--- src/design/jfhs_pkg.sv ---
`default_nettype none

package jfhs_pkg;

  // marker codes
  localparam logic [7:0] MK_FILL  = 8'hFF;
  localparam logic [7:0] MK_SOI   = 8'hD8;
  localparam logic [7:0] MK_EOI   = 8'hD9;
  localparam logic [7:0] MK_SOS   = 8'hDA;
  localparam logic [7:0] MK_RST0  = 8'hD0;
  localparam logic [7:0] MK_RST7  = 8'hD7;
  localparam logic [7:0] MK_SOF0  = 8'hC0;
  localparam logic [7:0] MK_SOF15 = 8'hCF;
  localparam logic [7:0] MK_DHT   = 8'hC4;
  localparam logic [7:0] MK_JPG   = 8'hC8;
  localparam logic [7:0] MK_DAC   = 8'hCC;

  // result status codes
  typedef enum logic [1:0] {
    ST_FRAME   = 2'd0,
    ST_NOSTART = 2'd1,
    ST_STOP    = 2'd2,
    ST_END     = 2'd3
  } status_t;

  // field widths
  localparam int unsigned BYTE_W   = 8;
  localparam int unsigned DIM_W    = 16;
  localparam int unsigned OUT_W    = 2 + DIM_W + DIM_W + BYTE_W;
  localparam int unsigned OUT_TD_W = ((OUT_W + 7) / 8) * 8;

  // frame start markers: C0..CF except DHT, JPG and DAC
  function automatic logic is_frame_marker(input logic [7:0] m);
    is_frame_marker = (m >= MK_SOF0) && (m <= MK_SOF15) &&
                      (m != MK_DHT) && (m != MK_JPG) && (m != MK_DAC);
  endfunction

endpackage

`default_nettype wire

--- src/design/jpeg_frame_header_scanner_core.sv ---
`default_nettype none

// channel | ports                                    | item
// --------+------------------------------------------+--------------------------------------
// in      | in_tvalid in_tready in_tdata in_tlast    | one stream byte, tlast on final byte
// out     | out_tvalid out_tready out_tdata          | status, width, height, components
//
// a new byte is accepted each cycle while the result register is empty or being
// drained, so the rate is one byte per cycle.
// a result appears in the result register the cycle after the byte that causes it.
// rst_n (synchronous, active low) returns the parser to the first start byte.
// a stalled result holds in_tready low only while that result is still waiting.
module jpeg_frame_header_scanner_core (
  input  wire logic                          clk,
  input  wire logic                          rst_n,
  input  wire logic                          in_tvalid,
  output logic                               in_tready,
  input  wire logic [7:0]                    in_tdata,   // [7:0] data_byte
  input  wire logic                          in_tlast,
  output logic                               out_tvalid,
  input  wire logic                          out_tready,
  output logic [jfhs_pkg::OUT_TD_W-1:0]      out_tdata   // [1:0] status, [17:2] image_width,
                                                         // [33:18] image_height,
                                                         // [41:34] components, rest zero
);
  import jfhs_pkg::*;

  typedef enum logic [3:0] {
    PH_START0 = 4'd0,
    PH_START1 = 4'd1,
    PH_HUNT   = 4'd2,
    PH_MARK   = 4'd3,
    PH_LENHI  = 4'd4,
    PH_LENLO  = 4'd5,
    PH_SKIP   = 4'd6,
    PH_SOF    = 4'd7,
    PH_DONE   = 4'd8
  } phase_t;

  phase_t            phase_r, phase_nxt;
  logic [7:0]        marker_r, marker_nxt;
  logic [7:0]        len_hi_r, len_hi_nxt;
  logic [DIM_W-1:0]  skip_r, skip_nxt;
  logic [2:0]        hdr_idx_r, hdr_idx_nxt;
  logic [DIM_W-1:0]  height_r, height_nxt;
  logic [DIM_W-1:0]  width_r, width_nxt;

  logic              out_valid_r;
  logic [OUT_TD_W-1:0] out_data_r;

  logic              in_acc;
  logic              emit;
  status_t           status;
  logic [DIM_W-1:0]  res_w, res_h;
  logic [7:0]        res_c;
  logic [DIM_W-1:0]  seg_len;
  logic [DIM_W-1:0]  skip_dec;

  assign in_tready  = !out_valid_r || out_tready;
  assign in_acc     = in_tvalid && in_tready;
  assign out_tvalid = out_valid_r;
  assign out_tdata  = out_data_r;

  assign seg_len  = {len_hi_r, in_tdata};
  assign skip_dec = (skip_r != '0) ? skip_r - DIM_W'(1) : skip_r;

  // per-byte parser step
  always_comb begin
    phase_nxt   = phase_r;
    marker_nxt  = marker_r;
    len_hi_nxt  = len_hi_r;
    skip_nxt    = skip_r;
    hdr_idx_nxt = hdr_idx_r;
    height_nxt  = height_r;
    width_nxt   = width_r;
    emit        = 1'b0;
    status      = ST_END;
    res_w       = '0;
    res_h       = '0;
    res_c       = '0;

    case (phase_r)
      PH_START0: begin
        if (in_tdata != MK_FILL || in_tlast) begin
          emit   = 1'b1;
          status = ST_NOSTART;
        end else begin
          phase_nxt = PH_START1;
        end
      end
      PH_START1: begin
        if (in_tdata != MK_SOI) begin
          emit   = 1'b1;
          status = ST_NOSTART;
        end else begin
          phase_nxt = PH_HUNT;
        end
      end
      PH_HUNT: begin
        if (in_tdata == MK_FILL) phase_nxt = PH_MARK;
      end
      PH_MARK: begin
        marker_nxt = in_tdata;
        if (in_tdata == MK_EOI || in_tdata == MK_SOS) begin
          emit   = 1'b1;
          status = ST_STOP;
        end else if (in_tdata >= MK_RST0 && in_tdata <= MK_RST7) begin
          phase_nxt = PH_HUNT;
        end else begin
          phase_nxt = PH_LENHI;
        end
      end
      PH_LENHI: begin
        len_hi_nxt = in_tdata;
        phase_nxt  = PH_LENLO;
      end
      PH_LENLO: begin
        if (is_frame_marker(marker_r)) begin
          hdr_idx_nxt = '0;
          phase_nxt   = PH_SOF;
        end else if (seg_len <= DIM_W'(2)) begin
          skip_nxt  = '0;
          phase_nxt = PH_HUNT;
        end else begin
          skip_nxt  = seg_len - DIM_W'(2);
          phase_nxt = PH_SKIP;
        end
      end
      PH_SKIP: begin
        skip_nxt = skip_dec;
        if (skip_dec == '0) phase_nxt = PH_HUNT;
      end
      PH_SOF: begin
        case (hdr_idx_r)
          3'd0: ;
          3'd1: height_nxt = {in_tdata, 8'h00};
          3'd2: height_nxt = {height_r[DIM_W-1:8], in_tdata};
          3'd3: width_nxt  = {in_tdata, 8'h00};
          3'd4: width_nxt  = {width_r[DIM_W-1:8], in_tdata};
          default: begin
            emit   = 1'b1;
            status = ST_FRAME;
            res_h  = height_r;
            res_w  = width_r;
            res_c  = in_tdata;
          end
        endcase
        hdr_idx_nxt = hdr_idx_r + 3'd1;
      end
      default: ;
    endcase

    // early end of stream
    if (!emit && in_tlast && phase_r != PH_DONE) begin
      emit   = 1'b1;
      status = ST_END;
    end

    // final byte restarts the parser; a result parks it until then
    if (in_tlast) begin
      phase_nxt   = PH_START0;
      marker_nxt  = '0;
      len_hi_nxt  = '0;
      skip_nxt    = '0;
      hdr_idx_nxt = '0;
      height_nxt  = '0;
      width_nxt   = '0;
    end else if (emit) begin
      phase_nxt = PH_DONE;
    end
  end

  // parser state
  always_ff @(posedge clk) begin
    if (!rst_n) begin
      phase_r   <= PH_START0;
      marker_r  <= '0;
      len_hi_r  <= '0;
      skip_r    <= '0;
      hdr_idx_r <= '0;
      height_r  <= '0;
      width_r   <= '0;
    end else if (in_acc) begin
      phase_r   <= phase_nxt;
      marker_r  <= marker_nxt;
      len_hi_r  <= len_hi_nxt;
      skip_r    <= skip_nxt;
      hdr_idx_r <= hdr_idx_nxt;
      height_r  <= height_nxt;
      width_r   <= width_nxt;
    end
  end

  // result register
  always_ff @(posedge clk) begin
    if (!rst_n) begin
      out_valid_r <= 1'b0;
    end else if (in_acc && emit) begin
      out_valid_r <= 1'b1;
    end else if (out_tready) begin
      out_valid_r <= 1'b0;
    end
  end

  always_ff @(posedge clk) begin
    if (in_acc && emit) begin
      out_data_r <= OUT_TD_W'({res_c, res_h, res_w, status});
    end
  end

  // checks
  a_last_restarts: assert property (@(posedge clk) disable iff (!rst_n)
    in_acc && in_tlast |=> phase_r == PH_START0 && hdr_idx_r == '0 && skip_r == '0)
    else $error("final byte did not restart the parser");

  a_result_parks: assert property (@(posedge clk) disable iff (!rst_n)
    in_acc && emit && !in_tlast |=> phase_r == PH_DONE)
    else $error("parser not parked after a result");

  a_skip_nonzero: assert property (@(posedge clk) disable iff (!rst_n)
    phase_r == PH_SKIP |-> skip_r != '0)
    else $error("skipping with no bytes left");

  a_fields_zero: assert property (@(posedge clk) disable iff (!rst_n)
    out_valid_r && out_data_r[1:0] != ST_FRAME |-> out_data_r[OUT_TD_W-1:2] == '0)
    else $error("frame fields set without a frame");

endmodule

`default_nettype wire

--- config.mk ---
export PLATFORM = sky130hd
export DESIGN_NAME = jpeg_frame_header_scanner_core
export DESIGN_NICKNAME = d
export VERILOG_FILES = /design/src/design/jfhs_pkg.sv /design/src/design/jpeg_frame_header_scanner_core.sv
export SDC_FILE = /design/constraint.sdc
export NUM_CORES = 1
export LEC_CHECK = 0
export BUFFER_PORTS_ARGS = -buffer_cell sky130_fd_sc_hd__buf_2
export CAP_MARGIN = 20
export CORE_ASPECT_RATIO = 0.9
export CORE_MARGIN = 10
export CORE_UTILIZATION = 53
export CTS_CLUSTER_SIZE = 14
export DETAILED_ROUTE_END_ITERATION = 8
export MAX_ROUTING_LAYER = met4
export PLACE_DENSITY_LB_ADDON = 0.3
export SYNTH_ARGS = -nofsm -noshare
export SYNTH_HDL_FRONTEND = slang
export SYNTH_SLANG_ARGS = --single-unit
--- constraint.sdc ---
create_clock -name clk -period 4.6 [get_ports clk]
set_clock_uncertainty 0.2 [all_clocks]
set_input_delay 1.38 -clock clk [delete_from_list [all_inputs] [get_ports clk]]
set_output_delay 1.38 -clock clk [all_outputs]
set_load 0.05 [all_outputs]
==> summary.txt, run 1 <==
Die
  • Core area: around 11,000 um^2
  • Io pins: 63
  • Initial Util: 0.542
  • Die height: 120 um
  • DIE WIDTH: roughly 130 um
  • # rows: 36
  • Die footprint: approximately 16,000 um^2

STA
  • FMAX: ~280 MHz
  • Setup TNS: 0 ns
  • Tmin final: 3.62 ns
  • Fin. max-slew vios: 0
  • Fin crit share: 0.786
  • RSZ-0062 raised after global routing: no
  • Worst Tran Pin Value: 0.984 ns
  • Setup Viol. Count Final: 0
  • Max-slew headroom: 0.340
  • Hold Violations, Final: 0

Power
  • Pwr dens: 398 nW/um^2
  • Peak VDD IR: 0.000281 V
  • P_int: approximately 0.0020 W
  • Part of the power in registers: 0.406
  • Logic pwr share: 0.096
  • Clock group share of total power: 0.498
  • Sw frac: 0.244
  • Leakage: 2.63 nW
  • NetSw: 0.000658 W

Logic synthesis
  • Post-synth cell types: between 60 and 70
  • Synthesized area: between 5000 and 6000 um^2
  • XOR/XNOR Fraction of Synth Area: 0.0269
  • Synth Area in Simple Gates: 0.258
  • Flops & latches, synth: around 110
  • Post-synthesis cell count: 621
  • EDFF count, synth: 42
  • Asr flop ratio synth: 0
  • Register area share after synthesis: 0.461
  • Synthesized area per cell: ~9.4 um^2
  • Main synth FF type: dfxtp_1
  • Synth Area in Compound Gates: 0.151
  • Post-synthesis adder-cell area fraction: 0.0192
  • Ys Warns: 0
  • Mux share of post-synthesis cell area: 0.0344
  • Largest family of logic cells by synthesized area: simple AND/OR/NAND/NOR gates

Setup path
  • CP Max Fanout: 4
  • Crit end category: primary output
  • CP arrival: 2.04 ns
  • CP most frequent cell: buf_2
  • Critical Path, Cell by Cell: buf_2 > nand2b_1 > buf_2
  • Crit Path Category: input pin to primary output
  • Critical path startpoint: out_tready
  • Reg2reg start: phase_r[2]$_SDFFE_PN0P_
  • Worst reg-to-reg setup slack: around 1.4 ns
  • CP max stage delay: 0.33 ns
  • Worst Path Required: around 3.0 ns
  • CP Launch Type: input pin
  • Slowest stage cell, crit path: buf_2

Hold path
  • Hold_sp: marker_r[1]$_SDFFE_PN0P_
  • HP Class: register to register

Global routing
  • GRT Util Overall: 0.213
  • First-pass GRT wire length: about 26,000 um
  • Total gr overflow: 0
  • Largest net degree at the start of global routing: 47
  • Initial antenna violation count: 0
  • Vias in the first global route: around 4,800

Final layout
  • Area growth from synthesis to layout: 15.7%
  • Commonest non-fill, non-tap cell in the layout: nor2_1
  • ANT cells: 0
  • # fillers: 909
  • Util after Layout: 0.627
  • Commonest cells after routing, fill and taps aside: 87 x nor2_1, 72 x dfxtp_1, 56 x buf_2, 42 x edfxtp_1, 40 x and2_1
  • Share of layout cells above drive strength 1: 0.167
  • Nets: roughly 690

Drt
  • Avg Vias per Cell: 6.20
  • DRC viols: 0
  • Via count: 5,019
  • Routed WL per cell: 19.4 um
  • Antenna Violating Nets Remaining: 0
  • Initial drt markers: roughly 800
  • Total wire length: 15,700 um
  • DRT Pass-1 Iters: 5

Clocking
  • Num CTS Buffers: 17
  • CTS Hold Buffers Added: 0
  • Latest clock arrival within the worst-skew pair: ~0.41 ns
  • CTS tree: built
  • Clk sinks: 114
  • Clk slew on worst S/H paths: roughly 0.050 ns
  • Post-CTS sizing: 0
  • CTS Buffer Depth: 2
  • Post-CTS Repair Setup Buffers: 0
  • Htree depth: 4
  • Clock root buffer: clkbuf_16

Placement
  • Final Wtd Congestion: approximately 0.96
  • IO Port Bufs: 56
  • Post-DP HPWL: about 11,000 um

Run status
  • Outcome: completed

Run
  • MaxCap Viol Count: 0
power groups by stage:
stage / Clock, W / Sequential [W] / Combinational, W
floorplan: 0 / 0.00120 / 0.000107
global placement: 0 / 0.00111 / 0.000254
detailed placement: 0 / 0.00111 / 0.000258
CTS: 0.00135 / 0.00109 / 0.000258
global route: 0.00141 / 0.00110 / 0.000273
finish: 0.00134 / 0.00109 / 0.000260
synth_stat cells, drive strengths merged (3+ instances only):
cell type   n  area share
inv        18       0.012
nand3b      3      0.0038
or3         6      0.0064
a211oi      3      0.0038
edfxtp     42        0.22
a21oi      27       0.023
a31oi       4      0.0043
or4         3      0.0038
o211ai      3      0.0038
nor2       88       0.056
ha          9       0.019
clkbuf     25       0.016
dfxtp      72        0.25
o22ai       8      0.0085
xnor2       8       0.012
nor3       22       0.021
nand3      10      0.0085
and2       40       0.043
and3        4      0.0043
nor2b       9      0.0096
nor4bb      3      0.0051
nand2      34       0.022
xor2       10       0.015
nand4       9       0.012
a22oi      39       0.050
mux2i      19       0.032
o21ai      22       0.019
buf        17       0.021
nor4       23       0.041
nand2b      5      0.0053
nor3b       4      0.0060
critical path: cells and delay by family:
family	cells	cell delay [ns]
buffers and inverters	2	0.40
AND/OR/NAND/NOR	1	0.25
cell families after synthesis:
group | count (synthesis)
mux | 20
flops | 114
other cells | 1
simple gates | 270
buf+inv | 60
fa+ha+maj | 9
compound gates | 129
xor+xnor | 18
sequential cells by signal, indices dropped and copies added (netlist names):
| name | count |
|---|---|
| height_r | 16 |
| width_r | 16 |
| phase_r | 4 |
| marker_r | 8 |
| out_tvalid | 1 |
| out_tdata | 42 |
| len_hi_r | 8 |
| skip_r | 16 |
| hdr_idx_r | 3 |
through the flow:
stage | cells | total power, W | area, um^2 | hold slack, ns | worst slack [ns]
after floorplan | 626 | 0.00131 | 5880 | 0.255 | 0.540
after global placement | 778 | 0.00137 | 6170 | 0.273 | 0.840
after detailed placement | 778 | 0.00137 | 6170 | 0.285 | 0.712
after CTS | 810 | 0.00271 | 6780 | 0.302 | 0.994
after global routing | 810 | 0.00278 | 6780 | 0.329 | 0.953
final | 810 | 0.00270 | 6780 | 0.301 | 0.983
worst paths after layout:
kind / cells past startpoint / end
setup reg to reg: 6 / out_tdata[25]$_SDFFCE_PP0P_
hold reg to reg: 2 / marker_r[1]$_SDFFE_PN0P_
hold / removal: 2 / marker_r[1]$_SDFFE_PN0P_
setup / recovery: 3 / in_tready
final cells by class:
class / count / area (um^2) / share of cell area
clock buffer: 19 / 443 / 0.0653
multi-input combinational: 452 / 2900 / 0.428
timing repair buffer: 61 / 330 / 0.0487
clock inverter: 13 / 165 / 0.0244
sequential: 114 / 2700 / 0.399
tap: 133 / 166 / 0.0245
inverter: 18 / 67.6 / 0.00997
routing by layer:
layer,part of all wire,global-route usage
met3,0.097,0.0568
met2,0.44,0.300
met4,0.010,0.0736
met1,0.45,0.287
met5,0,-
Power figures use the tool's default switching activity.
==> run 2, diff against run 1 <==
--- a/config.mk
+++ b/config.mk
@@ -9,7 +9,7 @@
 export CAP_MARGIN = 20
 export CORE_ASPECT_RATIO = 0.9
 export CORE_MARGIN = 10
-export CORE_UTILIZATION = 53
+export CORE_UTILIZATION = 54
 export CTS_CLUSTER_SIZE = 14
 export DETAILED_ROUTE_END_ITERATION = 8
 export MAX_ROUTING_LAYER = met4
==> constraint.sdc (replaced) <==
create_clock -name clk -period 3.74 [get_ports clk]
set_clock_uncertainty 0.2 [all_clocks]
set_input_delay 1.122 -clock clk [delete_from_list [all_inputs] [get_ports clk]]
set_output_delay 1.122 -clock clk [all_outputs]
set_load 0.05 [all_outputs]
==> summary.txt, run 2 (synthesized netlist as in run 1, its figures left out) <==
Power
  • Peak VDD IR: 0.000341 V (was 0.000281 V)
  • Pwr dens: 473 nW/um^2 (was 398 nW/um^2)
  • Leakage: 2.63 nW (about the same)
  • Total power: 0.00321 W (was 0.00270 W)

Drt
  • Routed met2 length: 7390 um (was 7000 um)
  • Avg Vias per Cell: 6.13 (was 6.20)
  • Initial drt markers: 515 (was 785)
  • DRC viols: 0 (unchanged)
  • Routed WL per cell: 19.2 um (was 19.4 um)
  • WL met1: 6800 um (was 7050 um)
  • Top layer in use: met4 (unchanged)
  • DRT Pass-1 Iters: 5 (unchanged)
  • WL met3: 1300 um (was 1530 um)
  • Total wire length: 15,700 um (about the same)
  • Via count: 4,985 (was 5,019)
  • Antenna Violating Nets Remaining: 0 (unchanged)

Final layout
  • Area growth from synthesis to layout: 15.6% (was 15.7%)
  • ANT cells: 0 (unchanged)
  • Share of layout cells above drive strength 1: 0.179 (was 0.167)
  • Nets: 689 (was 686)
  • Commonest non-fill, non-tap cell in the layout: nor2_1 (unchanged)
  • # fillers: 889 (was 909)
  • Max FFs per register: 42 (unchanged)
  • Commonest cells after routing, fill and taps aside: 87 x nor2_1, 72 x dfxtp_1, 56 x buf_2, 42 x edfxtp_1, 40 x and2_1 (unchanged)

Global routing
  • Largest net degree at the start of global routing: 44 (was 47)
  • Total gr overflow: 0 (unchanged)
  • Initial antenna violation count: 0 (unchanged)
  • Vias in the first global route: 4,782 (was 4,807)
  • First-pass GRT wire length: 25,400 um (was 25,500 um)
  • GRT Util Overall: 0.211 (was 0.213)

Die
  • # rows: 36 (unchanged)
  • Core area: 10,700 um^2 (was 10,800 um^2)
  • Initial Util: 0.546 (was 0.542)
  • Die footprint: 15,400 um^2 (was 15,700 um^2)
  • Die height: 119 um (was 120 um)
  • Io pins: 63 (unchanged)
  • DIE WIDTH: 130 um (was 131 um)

Hold path
  • HP Class: register to register (unchanged)

STA
  • Worst Tran Pin Value: 0.918 ns (was 0.984 ns)
  • Setup TNS: 0 ns (unchanged)
  • Fin. max-slew vios: 0 (unchanged)
  • Hold Violations, Final: 0 (unchanged)
  • Fin crit share: 0.839
  • RSZ-0062 raised after global routing: no (unchanged)
  • FMAX: 319 MHz
  • Max-slew headroom: 0.384 (was 0.340)
  • Setup Viol. Count Final: 0 (unchanged)
  • Tmin final: 3.14 ns

Setup path
  • Slowest stage cell, crit path: and4_1 (was buf_2)
  • Critical Path, Cell by Cell: inv_1 > ha_1 > nor3b_1 > and4_1 > mux2_2 > o211ai_1 > nor4_2 > nor3_1 > a311o_1 (was buf_2 > nand2b_1 > buf_2)
  • Crit end category: register (was primary output)
  • Worst Path Required: 3.84 ns (was 3.02 ns)
  • Crit Path Category: register to register (was input pin to primary output)
  • CP arrival: 3.24 ns (was 2.04 ns)
  • CP max stage delay: 0.57 ns (was 0.33 ns)
  • CP Launch Type: register (was input pin)
  • CP Max Fanout: 12 (was 4)

Clocking
  • Num CTS Buffers: 17 (unchanged)
  • CTS Buffer Depth: 2 (unchanged)
  • Clk slew on worst S/H paths: 0.06 ns (was 0.05 ns)
  • Htree depth: 4 (unchanged)
  • CTS tree: built (unchanged)
  • Clock root buffer: clkbuf_16 (unchanged)
  • Clk sinks: 114 (unchanged)
  • Post-CTS Repair Setup Buffers: 0 (unchanged)
  • CTS Hold Buffers Added: 0 (unchanged)
  • Post-CTS sizing: 0 (unchanged)
  • Latest clock arrival within the worst-skew pair: 0.41 ns (about the same)

Run
  • MaxCap Viol Count: 0 (unchanged)

Run status
  • Outcome: completed (unchanged)

Placement
  • Final Wtd Congestion: 0.944 (was 0.963)
  • IO Port Bufs: 56 (unchanged)
  • Post-DP HPWL: 10,900 um (was 11,000 um)
-- run 2: layout make-up --
type / instances / area, um^2 / share of cell area
Inverter: 18 / 67.6 / 0.00997
Clock inverter: 14 / 129 / 0.0190
Timing Repair Buffer: 64 / 365 / 0.0539
Tap cell: 133 / 166 / 0.0246
Multi-Input combinational cell: 452 / 2900 / 0.429
Sequential cell: 114 / 2700 / 0.399
Clock buffer: 18 / 439 / 0.0648
-- run 2: power breakdown --
part | internal (W) | switching [W] | leakage, nW
sequential | 0.00133 | 0.0000178 | 0.997
clock | 0.000935 | 0.000606 | 0.263
combinational | 0.0000714 | 0.000249 | 1.37
-- run 2: worst paths after layout --
path,from,slack (ns),end,depth (start not counted)
max reg2reg,skip_r[0]$_SDFFE_PN0P_,0.60,phase_r[2]$_SDFFE_PN0P_,9
min reg2reg,marker_r[6]$_SDFFE_PN0P_,0.29,marker_r[6]$_SDFFE_PN0P_,2
max,skip_r[0]$_SDFFE_PN0P_,0.60,phase_r[2]$_SDFFE_PN0P_,9
min,marker_r[6]$_SDFFE_PN0P_,0.29,marker_r[6]$_SDFFE_PN0P_,2
-- run 2: per-stage QoR --
step | instances | util | setup WS [ns] | hold WS (ns) | area [um^2]
2_1_floorplan | 626 | - | 0.400 | 0.255 | 5880
3_3_place_gp | 781 | 0.579 | 0.415 | 0.277 | 6210
3_5_place_dp | 781 | 0.579 | 0.297 | 0.287 | 6210
4_1_cts | 813 | 0.632 | 0.626 | 0.302 | 6770
5_1_grt | 813 | 0.632 | 0.346 | 0.332 | 6770
6_report | 813 | 0.632 | 0.600 | 0.294 | 6770
-- run 2: metal layers --
| metal | vias to the layer above | global-route usage |
|---|---|---|
| met5 | - | - |
| met4 | 0 | 0.0527 |
| met3 | 16 | 0.0519 |
| met2 | 234 | 0.317 |
| met1 | 2392 | 0.279 |
| li1 | 2343 | - |
-- run 2: critical path: cells and delay by family, from the launching register on --
| kind | cells | cell delay [ns] |
|---|---|---|
| adder cells (fa/ha/maj) | 1 | 0.28 |
| multiplexers | 1 | 0.30 |
| AO/OA/AOI/OAI | 2 | 0.47 |
| AND/OR/NAND/NOR | 4 | 1.19 |
| flip-flops | 1 | 0.39 |
| buffers and inverters | 1 | 0.17 |
